**config.mk**
```make
export PLATFORM = sky130hd
export DESIGN_NAME = bitmap_id_allocator_next_fit
export DESIGN_NICKNAME = d
export VERILOG_FILES = /design/src/bmalloc_pkg.sv /design/src/bmalloc_map.sv /design/src/bmalloc_scan.sv /design/src/bitmap_id_allocator_next_fit.sv
export SDC_FILE = /design/constraint.sdc
export NUM_CORES = 2
export LEC_CHECK = 0
export ABC_AREA = 1
export BUFFER_PORTS_ARGS = -buffer_cell sky130_fd_sc_hd__buf_2
export CAP_MARGIN = 20
export CORE_MARGIN = 4
export CORE_UTILIZATION = 40
export DETAILED_ROUTE_END_ITERATION = 8
export PLACE_DENSITY_LB_ADDON = 0.12
export SLEW_MARGIN = 20
export SYNTH_ARGS = -nofsm -noshare
export SYNTH_HDL_FRONTEND = slang
export SYNTH_SLANG_ARGS = --single-unit
```
**constraint.sdc**
```tcl
create_clock -name clk_i -period 4.6 [get_ports clk_i]
set_input_delay 0.92 -clock clk_i [delete_from_list [all_inputs] [get_ports clk_i]]
set_output_delay 0.92 -clock clk_i [all_outputs]
set_load 0.02 [all_outputs]
```
**src/bmalloc_pkg.sv**
```systemverilog
`timescale 1ns / 1ps
`default_nettype none
package bmalloc_pkg;

  // Geometry of the bitmap
  localparam int MaxPositions = 1024;
  localparam int WordBits     = 32;
  localparam int MapWords     = (MaxPositions + WordBits - 1) / WordBits;
  localparam int PosW         = $clog2(MaxPositions);
  localparam int LenW         = PosW + 1;
  localparam int OffW         = $clog2(WordBits);
  localparam int WordAddrW    = $clog2(MapWords);

  localparam logic [LenW-1:0] MaxLen = LenW'(MaxPositions);
  localparam logic [LenW-1:0] LenReset = LenW'(1024);

  // Command codes
  localparam logic [1:0] CMD_TEST  = 2'd0;
  localparam logic [1:0] CMD_GET   = 2'd1;
  localparam logic [1:0] CMD_SET   = 2'd2;
  localparam logic [1:0] CMD_CLEAR = 2'd3;

  typedef struct packed {
    logic [1:0]      cmd;
    logic [PosW-1:0] position;
  } in_word_t;

  typedef struct packed {
    logic [PosW-1:0] result_pos;
    logic            hit;
    logic            all_used;
    logic [LenW-1:0] used_count;
  } out_word_t;

  // Write request into the bitmap store
  typedef struct packed {
    logic                 en;
    logic [WordAddrW-1:0] addr;
    logic [WordBits-1:0]  data;
  } map_wr_t;

  // Outcome of examining one bitmap word
  typedef struct packed {
    logic            found;
    logic [PosW-1:0] pos;
  } scan_res_t;

endpackage
`default_nettype wire

```
**src/bmalloc_map.sv**
```systemverilog
`timescale 1ns / 1ps
`default_nettype none
module bmalloc_map (
  input  wire logic                                 clk_i,
  input  wire logic                                 rst_ni,
  input  wire logic                                 rd_en_i,
  input  wire logic [bmalloc_pkg::WordAddrW-1:0]    rd_addr_i,
  output logic      [bmalloc_pkg::WordBits-1:0]     rd_data_o,
  input  wire bmalloc_pkg::map_wr_t                 wr_i
);
  import bmalloc_pkg::*;

  logic [WordBits-1:0] mem [MapWords];
  logic [MapWords-1:0] vld_q;
  logic [WordBits-1:0] rd_data_q;

  // Track written words; an unwritten word reads as all clear
  always_ff @(posedge clk_i or negedge rst_ni) begin
    if (!rst_ni) begin
      vld_q <= '0;
    end else if (wr_i.en) begin
      vld_q[wr_i.addr] <= 1'b1;
    end
  end

  // Store the word
  always_ff @(posedge clk_i) begin
    if (wr_i.en) begin
      mem[wr_i.addr] <= wr_i.data;
    end
  end

  // Register the read word
  always_ff @(posedge clk_i) begin
    if (rd_en_i) begin
      rd_data_q <= vld_q[rd_addr_i] ? mem[rd_addr_i] : '0;
    end
  end

  assign rd_data_o = rd_data_q;

endmodule
`default_nettype wire

```
**src/bmalloc_scan.sv**
```systemverilog
`timescale 1ns / 1ps
`default_nettype none
module bmalloc_scan (
  input  wire logic [bmalloc_pkg::WordBits-1:0]  word_i,
  input  wire logic [bmalloc_pkg::WordAddrW-1:0] word_idx_i,
  input  wire logic                              wrap_i,
  input  wire logic [bmalloc_pkg::PosW-1:0]      start_i,
  input  wire logic [bmalloc_pkg::LenW-1:0]      len_i,
  output bmalloc_pkg::scan_res_t                 res_o
);
  import bmalloc_pkg::*;

  logic [WordBits-1:0] cand;
  logic [PosW-1:0]     bit_pos [WordBits];

  // Mark clear in-range bits on the correct side of the start point
  always_comb begin
    for (int i = 0; i < WordBits; i++) begin
      bit_pos[i] = {word_idx_i, OffW'(i)};
      cand[i] = !word_i[i] && ({1'b0, bit_pos[i]} < len_i) &&
                (wrap_i ? (bit_pos[i] < start_i) : (bit_pos[i] >= start_i));
    end
  end

  // Pick the lowest candidate
  always_comb begin
    res_o.found = |cand;
    res_o.pos   = '0;
    for (int i = WordBits - 1; i >= 0; i--) begin
      if (cand[i]) begin
        res_o.pos = bit_pos[i];
      end
    end
  end

endmodule
`default_nettype wire

```
**src/bitmap_id_allocator_next_fit.sv**
```systemverilog
`timescale 1ns / 1ps
`default_nettype none
// Next-fit ID allocator over a bitmap of up to 1024 positions.
// Input channel (in_valid_i / in_stall_o / in_data_i) carries a command word:
// test a bit, get the next free position from the hint, set or clear a bit.
// Output channel (out_valid_o / out_stall_i / out_data_o) returns one result
// word per command, carrying the position, hit flag, used count and full flag.
// The configuration channel (cfg_valid_i / cfg_ready_o / cfg_data_i) writes the
// managed length; write it only while no command is in flight.
// One command is worked on at a time; in_stall_o stays high until its result
// is handed to the output register. Test, set and clear go from acceptance to
// the output register in order: word read at the accepting edge, then
// modify/write, then hand-off.
// Get reads one bitmap word per cycle through the single read port, from the
// hint word to the last word, then from word 0 back to the hint word: up to
// 33 reads, fewer when a free bit shows up early.
// A new command is accepted the cycle after the previous result is handed off.
// Reset clears the map at once (per-word valid bits), the hint and count go
// to zero and the length to 1024. A stalled output holds its word; the
// finished result then waits in the sequencer and no new command is taken.
module bitmap_id_allocator_next_fit (
  input  wire logic                          clk_i,
  input  wire logic                          rst_ni,
  input  wire logic                          in_valid_i,
  output logic                               in_stall_o,
  input  wire bmalloc_pkg::in_word_t         in_data_i,
  output logic                               out_valid_o,
  input  wire logic                          out_stall_i,
  output bmalloc_pkg::out_word_t             out_data_o,
  input  wire logic                          cfg_valid_i,
  output logic                               cfg_ready_o,
  input  wire logic [bmalloc_pkg::LenW-1:0]  cfg_data_i
);
  import bmalloc_pkg::*;

  localparam logic [1:0] S_IDLE = 2'd0;
  localparam logic [1:0] S_MOD  = 2'd1;
  localparam logic [1:0] S_SCAN = 2'd2;
  localparam logic [1:0] S_DONE = 2'd3;

  logic [1:0]           state_q, state_d;
  logic [LenW-1:0]      cfg_len_q;
  logic [PosW-1:0]      hint_q, hint_d;
  logic [LenW-1:0]      count_q, count_d;
  logic [1:0]           cmd_q, cmd_d;
  logic [PosW-1:0]      pos_q, pos_d;
  logic [PosW-1:0]      start_q, start_d;
  logic [WordAddrW-1:0] iss_w_q, iss_w_d;
  logic                 iss_wrap_q, iss_wrap_d;
  logic                 iss_act_q, iss_act_d;
  logic [WordAddrW-1:0] ev_w_q, ev_w_d;
  logic                 ev_wrap_q, ev_wrap_d;
  logic                 ev_vld_q, ev_vld_d;
  out_word_t            res_q, res_d;
  out_word_t            out_q;
  logic                 out_valid_q, out_valid_d;
  logic                 out_load;

  logic                 accept;
  logic [LenW-1:0]      len_eff;
  logic [LenW-1:0]      len_m1;
  logic [WordAddrW-1:0] last_w;
  logic [PosW-1:0]      start_now;
  logic                 rd_en;
  logic [WordAddrW-1:0] rd_addr;
  logic [WordBits-1:0]  rd_data;
  map_wr_t              map_wr;
  scan_res_t            scan_res;
  logic                 in_range;
  logic                 cur_bit;
  logic [LenW-1:0]      pos_inc;

  assign accept      = in_valid_i && !in_stall_o;
  assign in_stall_o  = (state_q != S_IDLE);
  assign cfg_ready_o = 1'b1;

  // Saturate the configured length and derive scan limits
  assign len_eff   = (cfg_len_q > MaxLen) ? MaxLen : cfg_len_q;
  assign len_m1    = len_eff - LenW'(1);
  assign last_w    = len_m1[PosW-1:OffW];
  assign start_now = ({1'b0, hint_q} < len_eff) ? hint_q : '0;

  // Point-command decode on the read word
  assign in_range = ({1'b0, pos_q} < len_eff);
  assign cur_bit  = rd_data[pos_q[OffW-1:0]];
  assign pos_inc  = {1'b0, pos_q} + LenW'(1);

  // Read port: command word at accept, scan words while issuing
  always_comb begin
    if (state_q == S_IDLE) begin
      rd_en   = accept;
      rd_addr = in_data_i.position[PosW-1:OffW];
    end else begin
      rd_en   = (state_q == S_SCAN) && iss_act_q;
      rd_addr = iss_w_q;
    end
  end

  bmalloc_map u_map (
    .clk_i     (clk_i),
    .rst_ni    (rst_ni),
    .rd_en_i   (rd_en),
    .rd_addr_i (rd_addr),
    .rd_data_o (rd_data),
    .wr_i      (map_wr)
  );

  bmalloc_scan u_scan (
    .word_i     (rd_data),
    .word_idx_i (ev_w_q),
    .wrap_i     (ev_wrap_q),
    .start_i    (start_q),
    .len_i      (len_eff),
    .res_o      (scan_res)
  );

  assign out_load = (state_q == S_DONE) && (!out_valid_q || !out_stall_i);

  // Sequencer
  always_comb begin
    state_d    = state_q;
    hint_d     = hint_q;
    count_d    = count_q;
    cmd_d      = cmd_q;
    pos_d      = pos_q;
    start_d    = start_q;
    iss_w_d    = iss_w_q;
    iss_wrap_d = iss_wrap_q;
    iss_act_d  = iss_act_q;
    ev_w_d     = iss_w_q;
    ev_wrap_d  = iss_wrap_q;
    ev_vld_d   = 1'b0;
    res_d      = res_q;
    map_wr     = '0;

    case (state_q)
      S_IDLE: begin
        if (accept) begin
          cmd_d   = in_data_i.cmd;
          pos_d   = in_data_i.position;
          start_d = start_now;
          if (in_data_i.cmd == CMD_GET) begin
            if (len_eff == '0) begin
              res_d.result_pos = '0;
              res_d.hit        = 1'b0;
              res_d.used_count = count_q;
              res_d.all_used   = 1'b1;
              state_d          = S_DONE;
            end else begin
              iss_w_d    = start_now[PosW-1:OffW];
              iss_wrap_d = 1'b0;
              iss_act_d  = 1'b1;
              state_d    = S_SCAN;
            end
          end else begin
            state_d = S_MOD;
          end
        end
      end

      S_MOD: begin
        res_d.result_pos = pos_q;
        res_d.hit        = 1'b0;
        case (cmd_q)
          CMD_TEST: begin
            res_d.hit = in_range && cur_bit;
          end
          CMD_SET: begin
            if (in_range && !cur_bit) begin
              map_wr.en   = 1'b1;
              map_wr.addr = pos_q[PosW-1:OffW];
              map_wr.data = rd_data | (WordBits'(1) << pos_q[OffW-1:0]);
              count_d     = count_q + LenW'(1);
              hint_d      = (pos_inc >= len_eff) ? '0 : pos_inc[PosW-1:0];
              res_d.hit   = 1'b1;
            end
          end
          CMD_CLEAR: begin
            if (in_range && cur_bit) begin
              map_wr.en   = 1'b1;
              map_wr.addr = pos_q[PosW-1:OffW];
              map_wr.data = rd_data & ~(WordBits'(1) << pos_q[OffW-1:0]);
              count_d     = count_q - LenW'(1);
              res_d.hit   = 1'b1;
            end
          end
          default: begin
            res_d.hit = 1'b0;
          end
        endcase
        res_d.used_count = count_d;
        res_d.all_used   = (count_d >= len_eff);
        state_d          = S_DONE;
      end

      S_SCAN: begin
        // Advance the read pointer: hint word to last word, then wrap
        ev_vld_d = iss_act_q;
        if (iss_act_q) begin
          if (!iss_wrap_q) begin
            if (iss_w_q == last_w) begin
              if (start_q == '0) begin
                iss_act_d = 1'b0;
              end else begin
                iss_wrap_d = 1'b1;
                iss_w_d    = '0;
              end
            end else begin
              iss_w_d = iss_w_q + WordAddrW'(1);
            end
          end else if (iss_w_q == start_q[PosW-1:OffW]) begin
            iss_act_d = 1'b0;
          end else begin
            iss_w_d = iss_w_q + WordAddrW'(1);
          end
        end
        // Evaluate the word read last cycle
        res_d.used_count = count_q;
        res_d.all_used   = (count_q >= len_eff);
        if (ev_vld_q && scan_res.found) begin
          res_d.result_pos = scan_res.pos;
          res_d.hit        = 1'b1;
          iss_act_d        = 1'b0;
          ev_vld_d         = 1'b0;
          state_d          = S_DONE;
        end else if (!ev_vld_q && !iss_act_q) begin
          res_d.result_pos = '0;
          res_d.hit        = 1'b0;
          state_d          = S_DONE;
        end
      end

      S_DONE: begin
        if (out_load) begin
          state_d = S_IDLE;
        end
      end

      default: begin
        state_d = S_IDLE;
      end
    endcase
  end

  // Hold the output word until taken
  always_comb begin
    if (out_load) begin
      out_valid_d = 1'b1;
    end else if (!out_stall_i) begin
      out_valid_d = 1'b0;
    end else begin
      out_valid_d = out_valid_q;
    end
  end

  always_ff @(posedge clk_i or negedge rst_ni) begin
    if (!rst_ni) begin
      state_q     <= S_IDLE;
      cfg_len_q   <= LenReset;
      hint_q      <= '0;
      count_q     <= '0;
      iss_act_q   <= 1'b0;
      ev_vld_q    <= 1'b0;
      out_valid_q <= 1'b0;
    end else begin
      state_q     <= state_d;
      hint_q      <= hint_d;
      count_q     <= count_d;
      iss_act_q   <= iss_act_d;
      ev_vld_q    <= ev_vld_d;
      out_valid_q <= out_valid_d;
      if (cfg_valid_i && cfg_ready_o) begin
        cfg_len_q <= cfg_data_i;
      end
    end
  end

  // Payload registers
  always_ff @(posedge clk_i) begin
    cmd_q      <= cmd_d;
    pos_q      <= pos_d;
    start_q    <= start_d;
    iss_w_q    <= iss_w_d;
    iss_wrap_q <= iss_wrap_d;
    ev_w_q     <= ev_w_d;
    ev_wrap_q  <= ev_wrap_d;
    res_q      <= res_d;
    if (out_load) begin
      out_q <= res_q;
    end
  end

  assign out_valid_o = out_valid_q;
  assign out_data_o  = out_q;

endmodule
`default_nettype wire

```
==> Word level (Yosys, flattened, before mapping) <==
Memory sizes are Yosys's and may differ from the RTL's. A register that Yosys moved wholly into a read port is not among the register bits.
Cells that the tools add are included.
{ "totals": {"regBits": 149, "mem_bits_rw": 1024, "inputBits": 28, "out_inout_bits": 26, "n_memories": 1} }
{ "mem_list": {"columns": ["name", "words", "word_bits", "read_ports", "rd_ports_with_merged_regs", "write_ports", "line", "rtl"], "rows": [
  ["u_map.mem", 32, 32, 1, 1, 1, "bmalloc_map.sv:13", "logic [WordBits-1:0] mem [MapWords];"]
]} }
{ "op_classes": {"addsub": 5, "n_lt_le_gt_ge": 106, "eq_ne": 18, "shifts": 1, "muxes": 131, "bitwise": 4, "reduce_logical": 128} }
{ "ops": {"columns": ["operator", "count"], "rows": [
  ["$lt 10x11->1", 34],
  ["$mux 10", 34],
  ["$ge 10x10->1", 32],
  ["$lt 10x10->1", 32],
  ["$mux 38", 3],
  ["$pmux 38 s2", 1],
  ["$logic_and 1x1->1", 72],
  ["$mux 23", 3],
  ["$pmux 23 s3", 1],
  ["$mux 11", 6],
  ["$or 32x32->32", 2],
  ["$mux 1", 60],
  ["$mux 5", 9],
  ["$logic_not 1->1", 39],
  ["$ge 11x11->1", 3],
  ["$and 32x32->32", 1],
  ["$not 32->32", 1],
  ["$reduce_or 32->1", 1],
  ["$shl 1x5->32 const A", 1],
  ["$pmux 11 s2", 1],
  ["$lt 5x6->1 const B", 3],
  ["$add 10x1->11 const B", 1],
  ["$add 11x1->11 const B", 1],
  ["$gt 11x11->1 const B", 1],
  ["other kinds (30)", 51]
]} }

==> Depth between registers and ports, before layout <==
{ "depth": {"word_depth": 39, "ltp_mapped": 48} }

==> Cells and area by module <==
Synthesis repeated with hierarchy kept, for this count alone.
{ "hier_totals": {"cells_unflattened": 5635, "area_unflattened_um2": 55828.5} }
{ "by_module_without_submodules": {"columns": ["mod", "n_inst", "cells_each", "area_each_um2", "seq_area_each_um2"], "rows": [
  ["bmalloc_map", 1, 4125, 45279.7, 32511.2],
  ["bitmap_id_allocator_next_fit", 1, 1093, 8434.3, 3269.4],
  ["bmalloc_scan", 1, 417, 2114.5, 0.0]
]} }

==> Least setup slack after synthesis <==
Ideal clock, no wire load.
{ "synth_path": {"kind": "register to register", "startpoint": "register cfg_len_q[10]", "endpoint": "memory u_map.mem[10][0], enable pin", "setup_ns": 0.422, "t_arrival_ns": 4.627, "t_required_ns": 4.178, "path_slack_ns": -0.449, "stages_incl_launch_ff": 23, "n_path_buf": 1, "synth_period_minus_slack_ns": 5.049, "path_cell_list": "dfstp_2 inv_2 o21bai_4 nand2_1 ha_1 a21oi_1 o21ai_1 a21oi_1 nor2_1 o21bai_1 a21boi_1 o21ai_0 a21boi_0 o21ai_1 nand3_1 nor2_1 inv_1 nand2_1 nand2_1 clkbuf_1 nor3_1 nand2_1 nor2_1"} }
{ "synth_via": {"elab_chain_len": 9} }
{ "synth_rtl": {"columns": ["item", "line", "rtl"], "rows": [
  ["start, declared", "bitmap_id_allocator_next_fit.sv:42", "logic [LenW-1:0] cfg_len_q;"],
  ["start signal, assigned", "bitmap_id_allocator_next_fit.sv:259", "cfg_len_q <= LenReset;"],
  ["start signal, assigned", "bitmap_id_allocator_next_fit.sv:273", "cfg_len_q <= cfg_data_i;"],
  ["$gt 11x11->1", "bitmap_id_allocator_next_fit.sv:78", "assign len_eff = (cfg_len_q > MaxLen) ? MaxLen : cfg_len_q;"],
  ["$mux 11 *", "bitmap_id_allocator_next_fit.sv:78", null],
  ["$lt 10x11->1 *", "bitmap_id_allocator_next_fit.sv:84", "assign in_range = ({1'b0, pos_q} < len_eff);"],
  ["$logic_and 1x1->1, on equally long branches", "bitmap_id_allocator_next_fit.sv:179, bitmap_id_allocator_next_fit.sv:169", null],
  ["$mux 38, on equally long branches", "bitmap_id_allocator_next_fit.sv:179, bitmap_id_allocator_next_fit.sv:169", null],
  ["$pmux 38 s2 *", "bitmap_id_allocator_next_fit.sv:164", "case (cmd_q)"],
  ["$mux 38 *", "bitmap_id_allocator_next_fit.sv:136", "case (state_q)"],
  ["$mux 1", "bmalloc_map.sv:28", "if (wr_i.en) begin"],
  ["$mux 1 (implied by the code)", "bmalloc_map.sv:29", "mem[wr_i.addr] <= wr_i.data;"],
  ["end, declared", "bmalloc_map.sv:13", null]
]} }
Mark *: on every way between the ends. The rest lies on a longest branch, timed or not.

==> impl_metrics.tcl <==
set metrics [dict create \
    worst-path-max-fanout 4 \
    finalPower_mw 40.56 \
    antenna_left 0 \
    final_common_cell "edfxtp_1" \
    synthFlopType "edfxtp_1" \
    area_growth_pct 19.54 \
    cts_sinks 1205 \
    cp_slowest_cell "dfrtp_1" \
    routed_wl_um 164900 \
    core_mm2 0.1280 \
    yosysTopAreaCell "edfxtp_1" \
    grt_pass1_wl_um 240000 \
    seq_area_frac_synth_pct 69.23 \
    hold_violations 0 \
    post-route-min-period_ps 4769 \
    grt_pass1_vias 34431 \
    ys_async_sr_fraction_pct 5.726 \
    antenna_found_initial 2 \
    grt_max_degree 123 \
    synthTopCellsByArea "edfxtp_1, o21ai_0, nor2_1, dfrtp_1, o221ai_1" \
    critPathArrivalTime_ps 5270 \
    cts_buffers 132 \
    violations "negative setup slack" \
    io_pins 54 \
    cp-end-kind "flop" \
    path_class "reg -> reg" \
    powerDensity_mw_per_mm2 656.4 \
    vias_per_cell 5.705 \
    cts-root-buf "clkbuf_16" \
    setup_tns_ps -169.0 \
    netlist_area_mm2 0.05169 \
    fin_hold_ws_ps 188.2 \
    synth.avg_cell_area_um2 12.15 \
    clk_path_buf_depth 3 \
    final_util_pct 48.26 \
    wire_per_inst_um 26.17 \
    die_x_um 367.5 \
    hold_class "in -> async" \
    clk_latency_ps 770 \
    crit_required_ps 5100 \
    period_share_pct 103.7 \
    gp_congestion 0.9429 \
    cp_slowest_stage_delay_ps 400 \
    max_cap_viol_count 0 \
    setup_viol 1 \
    rows 131 \
    via_count 35938 \
    worstMarginPinSlew_ps 958.1 \
    peakVddDrop_uv 396.0 \
    rsz0062_at_grt "yes" \
    syn_nets 4363 \
    ys_ff_latch 1205 \
    cts_tree "done" \
    start_util_pct 40.38 \
    nNetsFinal 4579 \
    synth_edf_count 1130 \
    slew_headroom_pct 36.06 \
    htreeDepth 4 \
    power.static_leakage_nw 20.63 \
    netlist_instances 4254 \
    dp.final_hpwl_um 97010 \
    status "finished with violations" \
    slew_violations 0 \
    layout.cells.non_filler 6299 \
    yosysWarningCount 0 \
    most-common-layout-cells "edfxtp_1, nor2_1, o21ai_0" \
    first_pass_iters 5 \
    die_area_mm2 0.1350 \
    route.detailed.drc 0 \
    synth_cell_type_count 64 \
    place_inst 6038 \
    diodes 0 \
    die_height_um 367.5 \
    fin_worst_skew_ps 29.49 \
    overflow 0 \
    yosysTopAreaCellShare_pct 65.65 \
    grt_use_total_pct 23.88 \
    startpoint_type "flop" \
    drive_gt1_share_pct 16.52 \
    drtIter0Drc 3657 \
    setup_ws_ps -169.0 \
    io_buffers 52 \
    path_clk_slew_ps 60 \
    fmax_mhz 209.7 \
]
==> report_power, final <==
| part | internal, mW | switching (mW) |
|---|---|---|
| clock network | 5.88 | 4.34 |
| registers | 13.2 | 0.615 |
| logic | 5.18 | 11.4 |
==> flip-flops by register name (all words and copies together) (netlist names) <==
register,cells
cfg_len_q,11
u_map.vld_q,32
iss_act_q,1
ev_wrap_d,1
cmd_q,2
ev_w_d,5
state_q,2
ev_wrap_q,1
ev_w_q,5
out_valid_o,1
u_map.mem,1024
u_map.rd_data_o,32
start_q,10
ev_vld_q,1
pos_q,10
count_q,11
res_q,23
out_data_o,23
hint_q,10
==> final cells by class <==
cell class | instances | area [µm²]
Fill cell | 11263 | 66230
Clock buffer | 161 | 3497
Timing Repair Buffer | 347 | 3857
Clock inverter | 73 | 645.6
Inverter | 234 | 897.1
Tap cell | 1729 | 2163
Sequential cell | 1205 | 35780
Multi-Input combinational cell | 2550 | 14940
==> synthesized netlist by cell type, types with 7 or more instances <==
| cell type | number |
|---|---|
| clkbuf_1 | 245 |
| nand2_1 | 238 |
| nand3_1 | 88 |
| o31ai_1 | 16 |
| nor4_1 | 19 |
| nor3_1 | 24 |
| nor2_4 | 7 |
| inv_2 | 12 |
| ha_1 | 81 |
| edfxtp_1 | 1130 |
| dfrtp_1 | 68 |
| inv_1 | 216 |
| a21oi_1 | 89 |
| nand4_1 | 14 |
| and3_1 | 34 |
| or2_2 | 31 |
| xor2_1 | 18 |
| o211ai_1 | 118 |
| o22ai_1 | 120 |
| nor2_1 | 716 |
| o21ai_1 | 10 |
| o21ai_0 | 626 |
| buf_1 | 15 |
| a211oi_1 | 24 |
| a311oi_1 | 32 |
| o221ai_1 | 162 |
==> kinds of logic after synthesis <==
| family | Yosys count | share of synthesized area, % |
|---|---|---|
| and+or+nand+nor | 1196 | 9.795 |
| other | 1 | 0.007255 |
| adders and majority gates | 81 | 1.961 |
| xor gates and xnor gates | 19 | 0.3220 |
| DFF | 1205 | 69.23 |
| buffers and inverters | 499 | 3.641 |
| muxes | 3 | 0.06536 |
| AOI/OAI and AO/OA | 1250 | 14.98 |
==> metal layers <==
metal / vias up / GRT usage [%] / share of wire, % / routed length (µm)
met1: 18163 / 33.70 / 44 / 72600
met4: 0 / 6.728 / 2.8 / 4670
met3: 249 / 3.471 / 6.2 / 10260
met2: 1217 / 38.62 / 47 / 77320
li1: 16309 / - / - / -
met5: - / 0 / 0 / 0
==> stage by stage <==
step                      cell area (µm²)  setup WS [ps]
after detailed placement            56960         -280.3
final                               61780         -169.0
after global routing                61780         -509.4
after global placement              56960         -270.8
after floorplan                     51730         -448.8
after CTS                           61270         -145.6
==> worst paths after layout <==
path / from / slack, ps / depth (start not counted) / endpoint
setup / recovery: cfg_len_q[8] / -170 / 32 / res_q[11]
hold / removal: rst_ni / 190 / 1 / cfg_len_q[8]
setup reg to reg: cfg_len_q[8] / -170 / 32 / res_q[11]
hold reg to reg: res_q[1] / 410 / 0 / out_data_o[1]
max in group asynchronous: rst_ni / 3550 / 2 / u_map.vld_q[16]
min in group clk_i: in_data_i[2] / 330 / 1 / pos_q[2]
==> worst max-delay path: cells and delay by family, from the launching register on <==
family / cells / cell delay (ps)
AOI/OAI and AO/OA: 17 / 2200
and+or+nand+nor: 7 / 690
buffers and inverters: 6 / 650
adders and majority gates: 2 / 570
DFF: 1 / 400
==> timing repair <==
action | CTS | global route
gates cloned | 0 | 3
setup endpoints to repair | 234 | 871
resized for setup | 25 | 84
buffers inserted | 9 | 15
hold buffers | 0 | 0
pin swaps | 17 | 38
Power figures use the tool's default switching activity.
